## src/rtl/oale_pkg.sv

```systemverilog
`default_nettype none

package oale_pkg;

  localparam int unsigned FUNC_W   = 2;
  localparam int unsigned POS_W    = 7;
  localparam int unsigned DATA_W   = 32;
  localparam int unsigned STATUS_W = 2;

  localparam logic [FUNC_W-1:0] OP_INSERT = 2'd0;
  localparam logic [FUNC_W-1:0] OP_DELETE = 2'd1;
  localparam logic [FUNC_W-1:0] OP_LOCATE = 2'd2;
  localparam logic [FUNC_W-1:0] OP_CLEAR  = 2'd3;

  localparam logic [STATUS_W-1:0] ST_OK      = 2'd0;
  localparam logic [STATUS_W-1:0] ST_BAD_POS = 2'd1;
  localparam logic [STATUS_W-1:0] ST_FULL    = 2'd2;

  // controller to datapath
  typedef struct packed {
    logic load;    // take the request word
    logic rd;      // issue a read at the walk pointer
    logic put;     // write the new value at its slot
    logic finish;  // result word goes out next cycle
  } cmd_t;

  // datapath to controller
  typedef struct packed {
    logic stream;   // request needs a walk over the entries
    logic put;      // request is an insert that goes ahead
    logic last;     // walk pointer at its final entry
    logic ins_pend; // walk belongs to an insert, value still to place
  } stat_t;

endpackage

`default_nettype wire

```

## src/rtl/oale_ram.sv

```systemverilog
`default_nettype none

module oale_ram #(
  parameter int unsigned WIDTH = 32,
  parameter int unsigned DEPTH = 64
) (
  input  wire logic                     clk_i,
  input  wire logic                     we_i,
  input  wire logic [$clog2(DEPTH)-1:0] waddr_i,
  input  wire logic [WIDTH-1:0]         wdata_i,
  input  wire logic                     re_i,
  input  wire logic [$clog2(DEPTH)-1:0] raddr_i,
  output logic      [WIDTH-1:0]         rdata_o
);

  logic [WIDTH-1:0] mem_q [DEPTH];

  always_ff @(posedge clk_i) begin
    if (we_i) begin
      mem_q[waddr_i] <= wdata_i;
    end
    if (re_i) begin
      rdata_o <= mem_q[raddr_i];
    end
  end

endmodule

`default_nettype wire

```

## src/rtl/oale_ctrl.sv

```systemverilog
`default_nettype none

module oale_ctrl (
  input  wire logic           clk_i,
  input  wire logic           rst_ni,
  input  wire logic           start_i,
  input  wire oale_pkg::stat_t stat_i,
  output oale_pkg::cmd_t      cmd_o,
  output logic                busy_o
);

  localparam logic [1:0] S_IDLE  = 2'd0;
  localparam logic [1:0] S_RUN   = 2'd1;
  localparam logic [1:0] S_DRAIN = 2'd2;
  localparam logic [1:0] S_PUT   = 2'd3;

  logic [1:0] state_q, state_d;

  always_comb begin
    state_d = state_q;
    cmd_o   = '0;
    case (state_q)
      S_IDLE: begin
        if (start_i) begin
          cmd_o.load = 1'b1;
          if (stat_i.stream) begin
            state_d = S_RUN;
          end else if (stat_i.put) begin
            state_d = S_PUT;
          end else begin
            cmd_o.finish = 1'b1;
          end
        end
      end
      S_RUN: begin
        cmd_o.rd = 1'b1;
        if (stat_i.last) begin
          state_d = S_DRAIN;
        end
      end
      S_DRAIN: begin
        // last read word is handled by the datapath this cycle
        if (stat_i.ins_pend) begin
          state_d = S_PUT;
        end else begin
          cmd_o.finish = 1'b1;
          state_d      = S_IDLE;
        end
      end
      S_PUT: begin
        cmd_o.put    = 1'b1;
        cmd_o.finish = 1'b1;
        state_d      = S_IDLE;
      end
      default: begin
        state_d = S_IDLE;
      end
    endcase
  end

  always_ff @(posedge clk_i or negedge rst_ni) begin
    if (!rst_ni) begin
      state_q <= S_IDLE;
    end else begin
      state_q <= state_d;
    end
  end

  assign busy_o = (state_q != S_IDLE);

`ifndef ASSERT_OFF
  a_walk_starts: assert property (@(posedge clk_i) disable iff (!rst_ni)
    (state_q == S_IDLE && start_i && stat_i.stream) |=> (state_q == S_RUN))
    else $error("walk did not start");

  a_drain_exit: assert property (@(posedge clk_i) disable iff (!rst_ni)
    (state_q == S_DRAIN) |=> (state_q == S_PUT || state_q == S_IDLE))
    else $error("drain did not finish");

  a_put_once: assert property (@(posedge clk_i) disable iff (!rst_ni)
    cmd_o.put |=> !cmd_o.put)
    else $error("value placed twice");
`endif

endmodule

`default_nettype wire

```

## src/rtl/oale_dpath.sv

```systemverilog
`default_nettype none

module oale_dpath #(
  parameter int unsigned CAPACITY = 64
) (
  input  wire logic                                    clk_i,
  input  wire logic                                    rst_ni,
  input  wire oale_pkg::cmd_t                          cmd_i,
  output oale_pkg::stat_t                              stat_o,
  input  wire logic        [oale_pkg::FUNC_W-1:0]      func_i,
  input  wire logic        [oale_pkg::POS_W-1:0]       position_i,
  input  wire logic signed [oale_pkg::DATA_W-1:0]      value_i,
  output logic                                         done_o,
  output logic             [oale_pkg::STATUS_W-1:0]    status_o,
  output logic signed      [oale_pkg::DATA_W-1:0]      removed_value_o,
  output logic             [oale_pkg::POS_W-1:0]       found_position_o,
  output logic             [oale_pkg::POS_W-1:0]       count_o
);

  localparam int unsigned AW    = $clog2(CAPACITY);
  localparam int unsigned CNT_W = $clog2(CAPACITY + 1);
  localparam int unsigned CMP_W = (CNT_W > oale_pkg::POS_W) ? CNT_W : oale_pkg::POS_W;

  logic [CNT_W-1:0]              count_q;
  logic [oale_pkg::FUNC_W-1:0]   op_q;
  logic [oale_pkg::DATA_W-1:0]   val_q;
  logic [AW-1:0]                 posm1_q;
  logic [AW-1:0]                 ptr_q;
  logic [AW-1:0]                 end_q;
  logic                          rvalid_q;
  logic [AW-1:0]                 rd_addr_q;
  logic [oale_pkg::STATUS_W-1:0] status_q;
  logic [oale_pkg::DATA_W-1:0]   removed_q;
  logic [oale_pkg::POS_W-1:0]    found_q;
  logic                          hit_q;
  logic                          done_q;

  logic [CMP_W-1:0]   cmp_pos, cmp_cnt, cmp_cap, pos_dec;
  logic [CMP_W:0]     cnt_p1;
  logic [CNT_W-1:0]   cnt_dec, rd_pos;
  logic [AW-1:0]      posm1, last_idx;
  logic               pos_zero, ins_bad, full, del_bad, ins_ok, del_ok;
  logic               is_ins, is_del, is_loc, is_clr;

  logic                        ram_we;
  logic [AW-1:0]               ram_waddr;
  logic [oale_pkg::DATA_W-1:0] ram_wdata, ram_rdata;

  assign is_ins = (func_i == oale_pkg::OP_INSERT);
  assign is_del = (func_i == oale_pkg::OP_DELETE);
  assign is_loc = (func_i == oale_pkg::OP_LOCATE);
  assign is_clr = (func_i == oale_pkg::OP_CLEAR);

  assign cmp_pos  = CMP_W'(position_i);
  assign cmp_cnt  = CMP_W'(count_q);
  assign cmp_cap  = CMP_W'(CAPACITY);
  assign cnt_p1   = {1'b0, cmp_cnt} + {{CMP_W{1'b0}}, 1'b1};
  assign pos_zero = (position_i == '0);
  assign ins_bad  = pos_zero || ({1'b0, cmp_pos} > cnt_p1);
  assign full     = (cmp_cnt == cmp_cap);
  assign del_bad  = pos_zero || (cmp_pos > cmp_cnt);
  assign ins_ok   = is_ins && !ins_bad && !full;
  assign del_ok   = is_del && !del_bad;

  assign pos_dec  = cmp_pos - {{(CMP_W-1){1'b0}}, 1'b1};
  assign posm1    = pos_dec[AW-1:0];
  assign cnt_dec  = count_q - {{(CNT_W-1){1'b0}}, 1'b1};
  assign last_idx = cnt_dec[AW-1:0];
  assign rd_pos   = CNT_W'(rd_addr_q) + {{(CNT_W-1){1'b0}}, 1'b1};

  // appending at the tail needs no shift
  assign stat_o.stream   = (ins_ok && (cmp_pos <= cmp_cnt)) || del_ok ||
                           (is_loc && (count_q != '0));
  assign stat_o.put      = ins_ok;
  assign stat_o.last     = (ptr_q == end_q);
  assign stat_o.ins_pend = (op_q == oale_pkg::OP_INSERT);

  // control state
  always_ff @(posedge clk_i or negedge rst_ni) begin
    if (!rst_ni) begin
      count_q  <= '0;
      rvalid_q <= 1'b0;
      done_q   <= 1'b0;
    end else begin
      rvalid_q <= cmd_i.rd;
      done_q   <= cmd_i.finish;
      if (cmd_i.load) begin
        if (ins_ok) begin
          count_q <= count_q + {{(CNT_W-1){1'b0}}, 1'b1};
        end else if (del_ok) begin
          count_q <= cnt_dec;
        end else if (is_clr) begin
          count_q <= '0;
        end
      end
    end
  end

  // request word and walk
  always_ff @(posedge clk_i) begin
    if (cmd_i.load) begin
      op_q      <= func_i;
      val_q     <= value_i;
      posm1_q   <= posm1;
      ptr_q     <= is_ins ? last_idx : (is_del ? posm1 : '0);
      end_q     <= is_ins ? posm1 : last_idx;
      removed_q <= '0;
      found_q   <= '0;
      hit_q     <= 1'b0;
      if (is_ins && ins_bad) begin
        status_q <= oale_pkg::ST_BAD_POS;
      end else if (is_ins && full) begin
        status_q <= oale_pkg::ST_FULL;
      end else if (is_del && del_bad) begin
        status_q <= oale_pkg::ST_BAD_POS;
      end else begin
        status_q <= oale_pkg::ST_OK;
      end
    end
    if (cmd_i.rd) begin
      rd_addr_q <= ptr_q;
      ptr_q     <= (op_q == oale_pkg::OP_INSERT) ? ptr_q - {{(AW-1){1'b0}}, 1'b1}
                                                 : ptr_q + {{(AW-1){1'b0}}, 1'b1};
    end
    if (rvalid_q) begin
      if (op_q == oale_pkg::OP_DELETE && rd_addr_q == posm1_q) begin
        removed_q <= ram_rdata;
      end
      if (op_q == oale_pkg::OP_LOCATE && !hit_q && ram_rdata == val_q) begin
        hit_q   <= 1'b1;
        found_q <= oale_pkg::POS_W'(rd_pos);
      end
    end
  end

  // insert moves each word up one slot, delete moves it down one slot
  always_comb begin
    ram_we    = 1'b0;
    ram_waddr = rd_addr_q - {{(AW-1){1'b0}}, 1'b1};
    ram_wdata = ram_rdata;
    if (cmd_i.put) begin
      ram_we    = 1'b1;
      ram_waddr = posm1_q;
      ram_wdata = val_q;
    end else if (rvalid_q) begin
      if (op_q == oale_pkg::OP_INSERT) begin
        ram_we    = 1'b1;
        ram_waddr = rd_addr_q + {{(AW-1){1'b0}}, 1'b1};
      end else if (op_q == oale_pkg::OP_DELETE && rd_addr_q != posm1_q) begin
        ram_we    = 1'b1;
      end
    end
  end

  oale_ram #(
    .WIDTH (oale_pkg::DATA_W),
    .DEPTH (CAPACITY)
  ) u_ram (
    .clk_i   (clk_i),
    .we_i    (ram_we),
    .waddr_i (ram_waddr),
    .wdata_i (ram_wdata),
    .re_i    (cmd_i.rd),
    .raddr_i (ptr_q),
    .rdata_o (ram_rdata)
  );

  assign done_o           = done_q;
  assign status_o         = status_q;
  assign removed_value_o  = $signed(removed_q);
  assign found_position_o = found_q;
  assign count_o          = oale_pkg::POS_W'(count_q);

`ifndef ASSERT_OFF
  a_count_bound: assert property (@(posedge clk_i) disable iff (!rst_ni)
    count_q <= CNT_W'(CAPACITY))
    else $error("count above capacity");

  a_port_free: assert property (@(posedge clk_i) disable iff (!rst_ni)
    cmd_i.put |-> !rvalid_q)
    else $error("write port clash");

  a_shift_in_range: assert property (@(posedge clk_i) disable iff (!rst_ni)
    (rvalid_q && op_q == oale_pkg::OP_INSERT) |-> (rd_addr_q != AW'(CAPACITY - 1)))
    else $error("insert shift past last slot");
`endif

endmodule

`default_nettype wire

```

## src/rtl/ordered_array_list_engine.sv

```systemverilog
`default_nettype none

// Ordered list of signed 32-bit words, up to CAPACITY entries, held in RAM.
// Request channel: func_i, position_i, value_i are taken at a rising edge with
// start_i high and busy_o low. func: insert, delete, locate, clear.
// Result channel: done_o is high for one cycle with status_o, removed_value_o,
// found_position_o and count_o; the receiver cannot stall it and must take
// the word in that cycle. busy_o is low again in the cycle done_o is high.
// Sequence: the walk over the entries reads one RAM word per cycle through the
// single read port, k entries in all (insert: count-position+1, delete:
// count-position+1, locate: count). Delete and locate finish once the last
// word read is handled; an insert that shifts then writes its value; an
// insert at the tail writes its value with no walk; clear, rejected requests
// and locate on an empty list finish at acceptance, the result word registered.
// One request is in flight at a time; the next can be taken at the edge that
// takes the previous result word.
// Reset: the list is empty at once; no clearing pass, stale RAM words are
// never read.

module ordered_array_list_engine #(
  parameter int unsigned CAPACITY = 64
) (
  input  wire logic                                clk_i,
  input  wire logic                                rst_ni,
  input  wire logic                                start_i,
  output logic                                     busy_o,
  input  wire logic        [oale_pkg::FUNC_W-1:0]  func_i,
  input  wire logic        [oale_pkg::POS_W-1:0]   position_i,
  input  wire logic signed [oale_pkg::DATA_W-1:0]  value_i,
  output logic                                     done_o,
  output logic             [oale_pkg::STATUS_W-1:0] status_o,
  output logic signed      [oale_pkg::DATA_W-1:0]  removed_value_o,
  output logic             [oale_pkg::POS_W-1:0]   found_position_o,
  output logic             [oale_pkg::POS_W-1:0]   count_o
);

  oale_pkg::cmd_t  cmd;
  oale_pkg::stat_t stat;

  oale_ctrl u_ctrl (
    .clk_i   (clk_i),
    .rst_ni  (rst_ni),
    .start_i (start_i),
    .stat_i  (stat),
    .cmd_o   (cmd),
    .busy_o  (busy_o)
  );

  oale_dpath #(
    .CAPACITY (CAPACITY)
  ) u_dpath (
    .clk_i            (clk_i),
    .rst_ni           (rst_ni),
    .cmd_i            (cmd),
    .stat_o           (stat),
    .func_i           (func_i),
    .position_i       (position_i),
    .value_i          (value_i),
    .done_o           (done_o),
    .status_o         (status_o),
    .removed_value_o  (removed_value_o),
    .found_position_o (found_position_o),
    .count_o          (count_o)
  );

endmodule

`default_nettype wire

```

## config.mk

```make
export PLATFORM = sky130hd
export DESIGN_NAME = ordered_array_list_engine
export DESIGN_NICKNAME = d
export VERILOG_FILES = /design/src/rtl/oale_pkg.sv /design/src/rtl/oale_ram.sv /design/src/rtl/oale_ctrl.sv /design/src/rtl/oale_dpath.sv /design/src/rtl/ordered_array_list_engine.sv
export SDC_FILE = /design/constraint.sdc
export NUM_CORES = 2
export LEC_CHECK = 0
export BUFFER_PORTS_ARGS = -buffer_cell sky130_fd_sc_hd__buf_2
export CAP_MARGIN = 5
export CORE_UTILIZATION = 45
export DETAILED_ROUTE_END_ITERATION = 10
export GPL_TIMING_DRIVEN = 1
export PLACE_DENSITY = 0.57
export REMOVE_ABC_BUFFERS = 1
export SYNTH_ARGS = -nofsm -noshare
export SYNTH_HDL_FRONTEND = slang
export SYNTH_SLANG_ARGS = --single-unit
```

## constraint.sdc

```tcl
create_clock -name clk_i -period 4.4 [get_ports clk_i]
set_input_delay 0.66 -clock clk_i [delete_from_list [all_inputs] [get_ports clk_i]]
set_output_delay 0.66 -clock clk_i [all_outputs]
set_load 0.02 [all_outputs]
```

==> impl_metrics.toml <==
[worst_setup_path]
crit_top_cell = "mux2i_1"
worst_ep_arrival_time_ns = 4.04
path_cells = "nor3b_2 > mux2i_1 > xnor2_1 > mux2i_1 > nor2b_1 > nand2_1 > nor2_4 > buf_4"
max_stage_delay_ns = 0.55
crit_fanout = 32
crit_path_end_kind = "flop"
cp.required_ns = 4.85
worstSetupPathType = "reg -> reg"
cpMaxStageDelayCell = "buf_4"
cp-start-kind = "flop"

[floorplan]
die_w_um = 435
design.core.area_um2 = 186000
ioPinCount = 94
initial_core_util = 0.454
chipHeight_um = 435
row_count = 158
dieArea_um2 = 189000

[logic_synthesis]
synth.top_cell.area_share = 0.761
synth_cells = 3654
ys_seq_area_frac = 0.773
ys_warn_count = 0
synth_edf_count = 2140
ys_dominant_reg_cell = "edfxtp_1"
synth_top_area_cell = "edfxtp_1"
ys_seq_elements = 2191
syn_area_um2 = 84500
synth_cell_types = 54
async_reset_ff_frac = 0.00502
syn_avg_cell_area_um2 = 23.1
yosys-top-cells-area = "edfxtp_1 76%, mux4_2 17%, dfxtp_1 0.95%"

[timing]
hold_slack_ns = 0.115
slew_headroom = 0.144
setup_violations = 0
period_minus_slack_ns = 3.59
finClkSkew_ns = 0.0268
rsz0062_at_grt = "no"
max_slew.worst_pin.slew_ns = 1.28
drv_slew = 0
fin_tns_setup_ns = 0
fin_crit_sh = 0.815
fmax_ghz = 0.279
hold_violations = 0

[finish]
stdcell_area_um2 = 97000
drive_gt1_frac = 0.320
final_core_util = 0.522
instances_no_fill = 6670
nets = 4080
syn2layout_area_growth_pct = 14.8

[clock_tree]
htreeDepth = 4
cts_buffers = 216
cts_tree = "built"
cts-root-buf = "clkbuf_16"
clkSinkCount = 2191
clk_pin_slew_ns = 0.06
cts_buffer_depth = 3
cts_resized = 0
insertion_delay_ns = 0.84

[global_routing]
antenna_found_initial = 3
grt_pass1_wl_um = 293000
grt_max_degree = 82
grt.total_usage = 0.217
grt_pass1_vias = 39300
overflow = 0

[drt]
firstDrtPassIters = 5
drtIter0Drc = 3999
vias = 39000
drc = 0
vias_per_cell = 5.85
totalWireLength_um = 206000
wl_per_cell_um = 30.9
ant_nets = 0

[min_path]
hp-class = "in -> reg"

[pwr]
power.density_nw_per_um2 = 709
leakagePower_nw = 30.4
vdd_drop_max_mv = 0.440

[placed_design]
port_buffers = 93
place.gp.congestion = 0.839
dpl-instance-area_um2 = 89800
dp_hpwl_um = 124000
placedCellCount = 6240

[run_status]
outcome = "completed"

[job]
max_cap_viol_count = 0
==> layout by cell type (no fill, tap or decap), types with 40 or more instances in the layout <==
cell type and n:
mux4_2 640, edfxtp_1 2140, buf_12 40, dfxtp_1 40, nand2_1 123, xnor2_1 51, clkbuf_1 47, o21ai_0 46
clkbuf_16 219, a22oi_1 64, buf_2 93, buf_4 157, clkinv_2 42, clkinv_1 48, nor2_4 66
==> metal layers <==
layer | part of all wire | vias up | routed length (um) | global-route usage
met2 | 0.49 | 1250 | 101000 | 0.348
li1 | - | 16300 | - | -
met4 | 0.022 | 0 | 4520 | 0.0534
met5 | 0 | - | 0 | 0
met1 | 0.42 | 21300 | 86200 | 0.303
met3 | 0.071 | 235 | 14600 | 0.0509
==> worst paths after layout <==
path | from | to | slack [ns] | depth (start not counted)
worst min-delay path | value_i[8] | u_dpath.val_q[8]$_DFFE_PP_ | 0.12 | 1
min in group asynchronous | rst_ni | u_dpath.rvalid_q$_DFF_PN0_ | 0.25 | 2
worst min register to register | u_dpath.removed_value_o[15]$_DFF_P_ | u_dpath.removed_value_o[15]$_DFF_P_ | 0.46 | 2
max in group asynchronous | rst_ni | u_dpath.count_o[4]$_DFFE_PN0P_ | 3.92 | 2
worst max register to register | u_dpath.op_q[1]$_DFFE_PP_ | u_dpath.u_ram.mem_q[18][1]$_DFFE_PP_ | 0.81 | 8
worst max-delay path | u_dpath.op_q[1]$_DFFE_PP_ | u_dpath.u_ram.mem_q[18][1]$_DFFE_PP_ | 0.81 | 8
==> worst max-delay path: cells and delay by family (launching register included) <==
| kind | cells | cell delay [ns] |
|---|---|---|
| multiplexers | 2 | 0.73 |
| buffers and inverters | 1 | 0.55 |
| AND/OR/NAND/NOR | 4 | 1.34 |
| flip-flops | 1 | 0.45 |
| XOR/XNOR | 1 | 0.08 |
==> cell families after synthesis <==
group	count (synthesis)	share of synthesized area
muxes	687	0.177
DFF	2191	0.773
AOI/OAI and AO/OA	167	0.0128
buffers and inverters	210	0.0104
adders and majority gates	26	0.00394
xor gates and xnor gates	70	0.00726
and+or+nand+nor	303	0.0156
==> area by class of cell <==
class | instances | area (um^2)
diodes | 3 | 7.51
repair buffers | 322 | 2770
clock buffers | 269 | 5700
well taps | 2480 | 3100
flip-flops and latches | 2191 | 65300
fillers | 14400 | 89000
clock inverters | 126 | 1220
inverters | 26 | 97.6
multi-input cells | 1253 | 18800
==> sequential cells by signal, summed over array words and instances, names as in the netlist <==
| signal | cells |
|---|---|
| u_dpath.u_ram.mem_q | 2048 |
| u_dpath.removed_value_o | 32 |
| u_dpath.u_ram.rdata_o | 32 |
| u_dpath.val_q | 32 |
| u_dpath.count_o | 7 |
| u_dpath.found_position_o | 7 |
| u_dpath.end_q | 6 |
| u_dpath.posm1_q | 6 |
| u_dpath.ptr_q | 6 |
| u_dpath.rd_addr_q | 6 |
| u_ctrl.state_q | 2 |
| u_dpath.op_q | 2 |
| u_dpath.status_o | 2 |
| u_dpath.done_o | 1 |
| u_dpath.hit_q | 1 |
| u_dpath.rvalid_q | 1 |
==> Yosys cell counts, types with 2 or more instances <==
master and n:
edfxtp_1 2140, mux4_2 640, nand2_1 124, clkbuf_1 113
nor2_1 97, a22oi_1 64, buf_2 51, xnor2_1 51
o21ai_0 46, dfxtp_1 40, mux2_2 34, nand3_1 27
inv_1 26, ha_1 25, a21oi_1 22, xor2_1 19
buf_1 15, mux2i_1 13, nand4_1 12, dfrtp_1 11
nor3_1 9, o22ai_1 9, nor2b_1 7, nand2b_1 5
a31oi_1 4, and2_1 4, nor4_1 4, a21o_1 3
and3_1 3, buf_6 3, nand3b_1 3, nor3b_1 3
o31ai_1 3, a22o_1 2, buf_4 2, or2_2 2
==> metrics by stage <==
stage	setup WS, ns	total power, mW
final	0.813	68.8
after global routing	0.619	71.3
after CTS	0.859	69.5
after detailed placement	0.908	51.4
after global placement	0.937	51.1
after floorplan	-17.84	39.5
==> what timing repair did <==
item | CTS | global route
hold buffers | 32 | 0
endpoints found under the setup margin | 0 | 0
buffers inserted | 0 | 0
hold endpoints to repair | 42 | 0
==> power by group <==
part / switching [mW] / total (mW) / internal (mW)
clock: 7.67 / 18.1 / 10.5
sequential: 0.750 / 28.8 / 28.1
combinational: 13.7 / 21.8 / 8.12
Note: power is estimated with default switching activity, not from simulation.
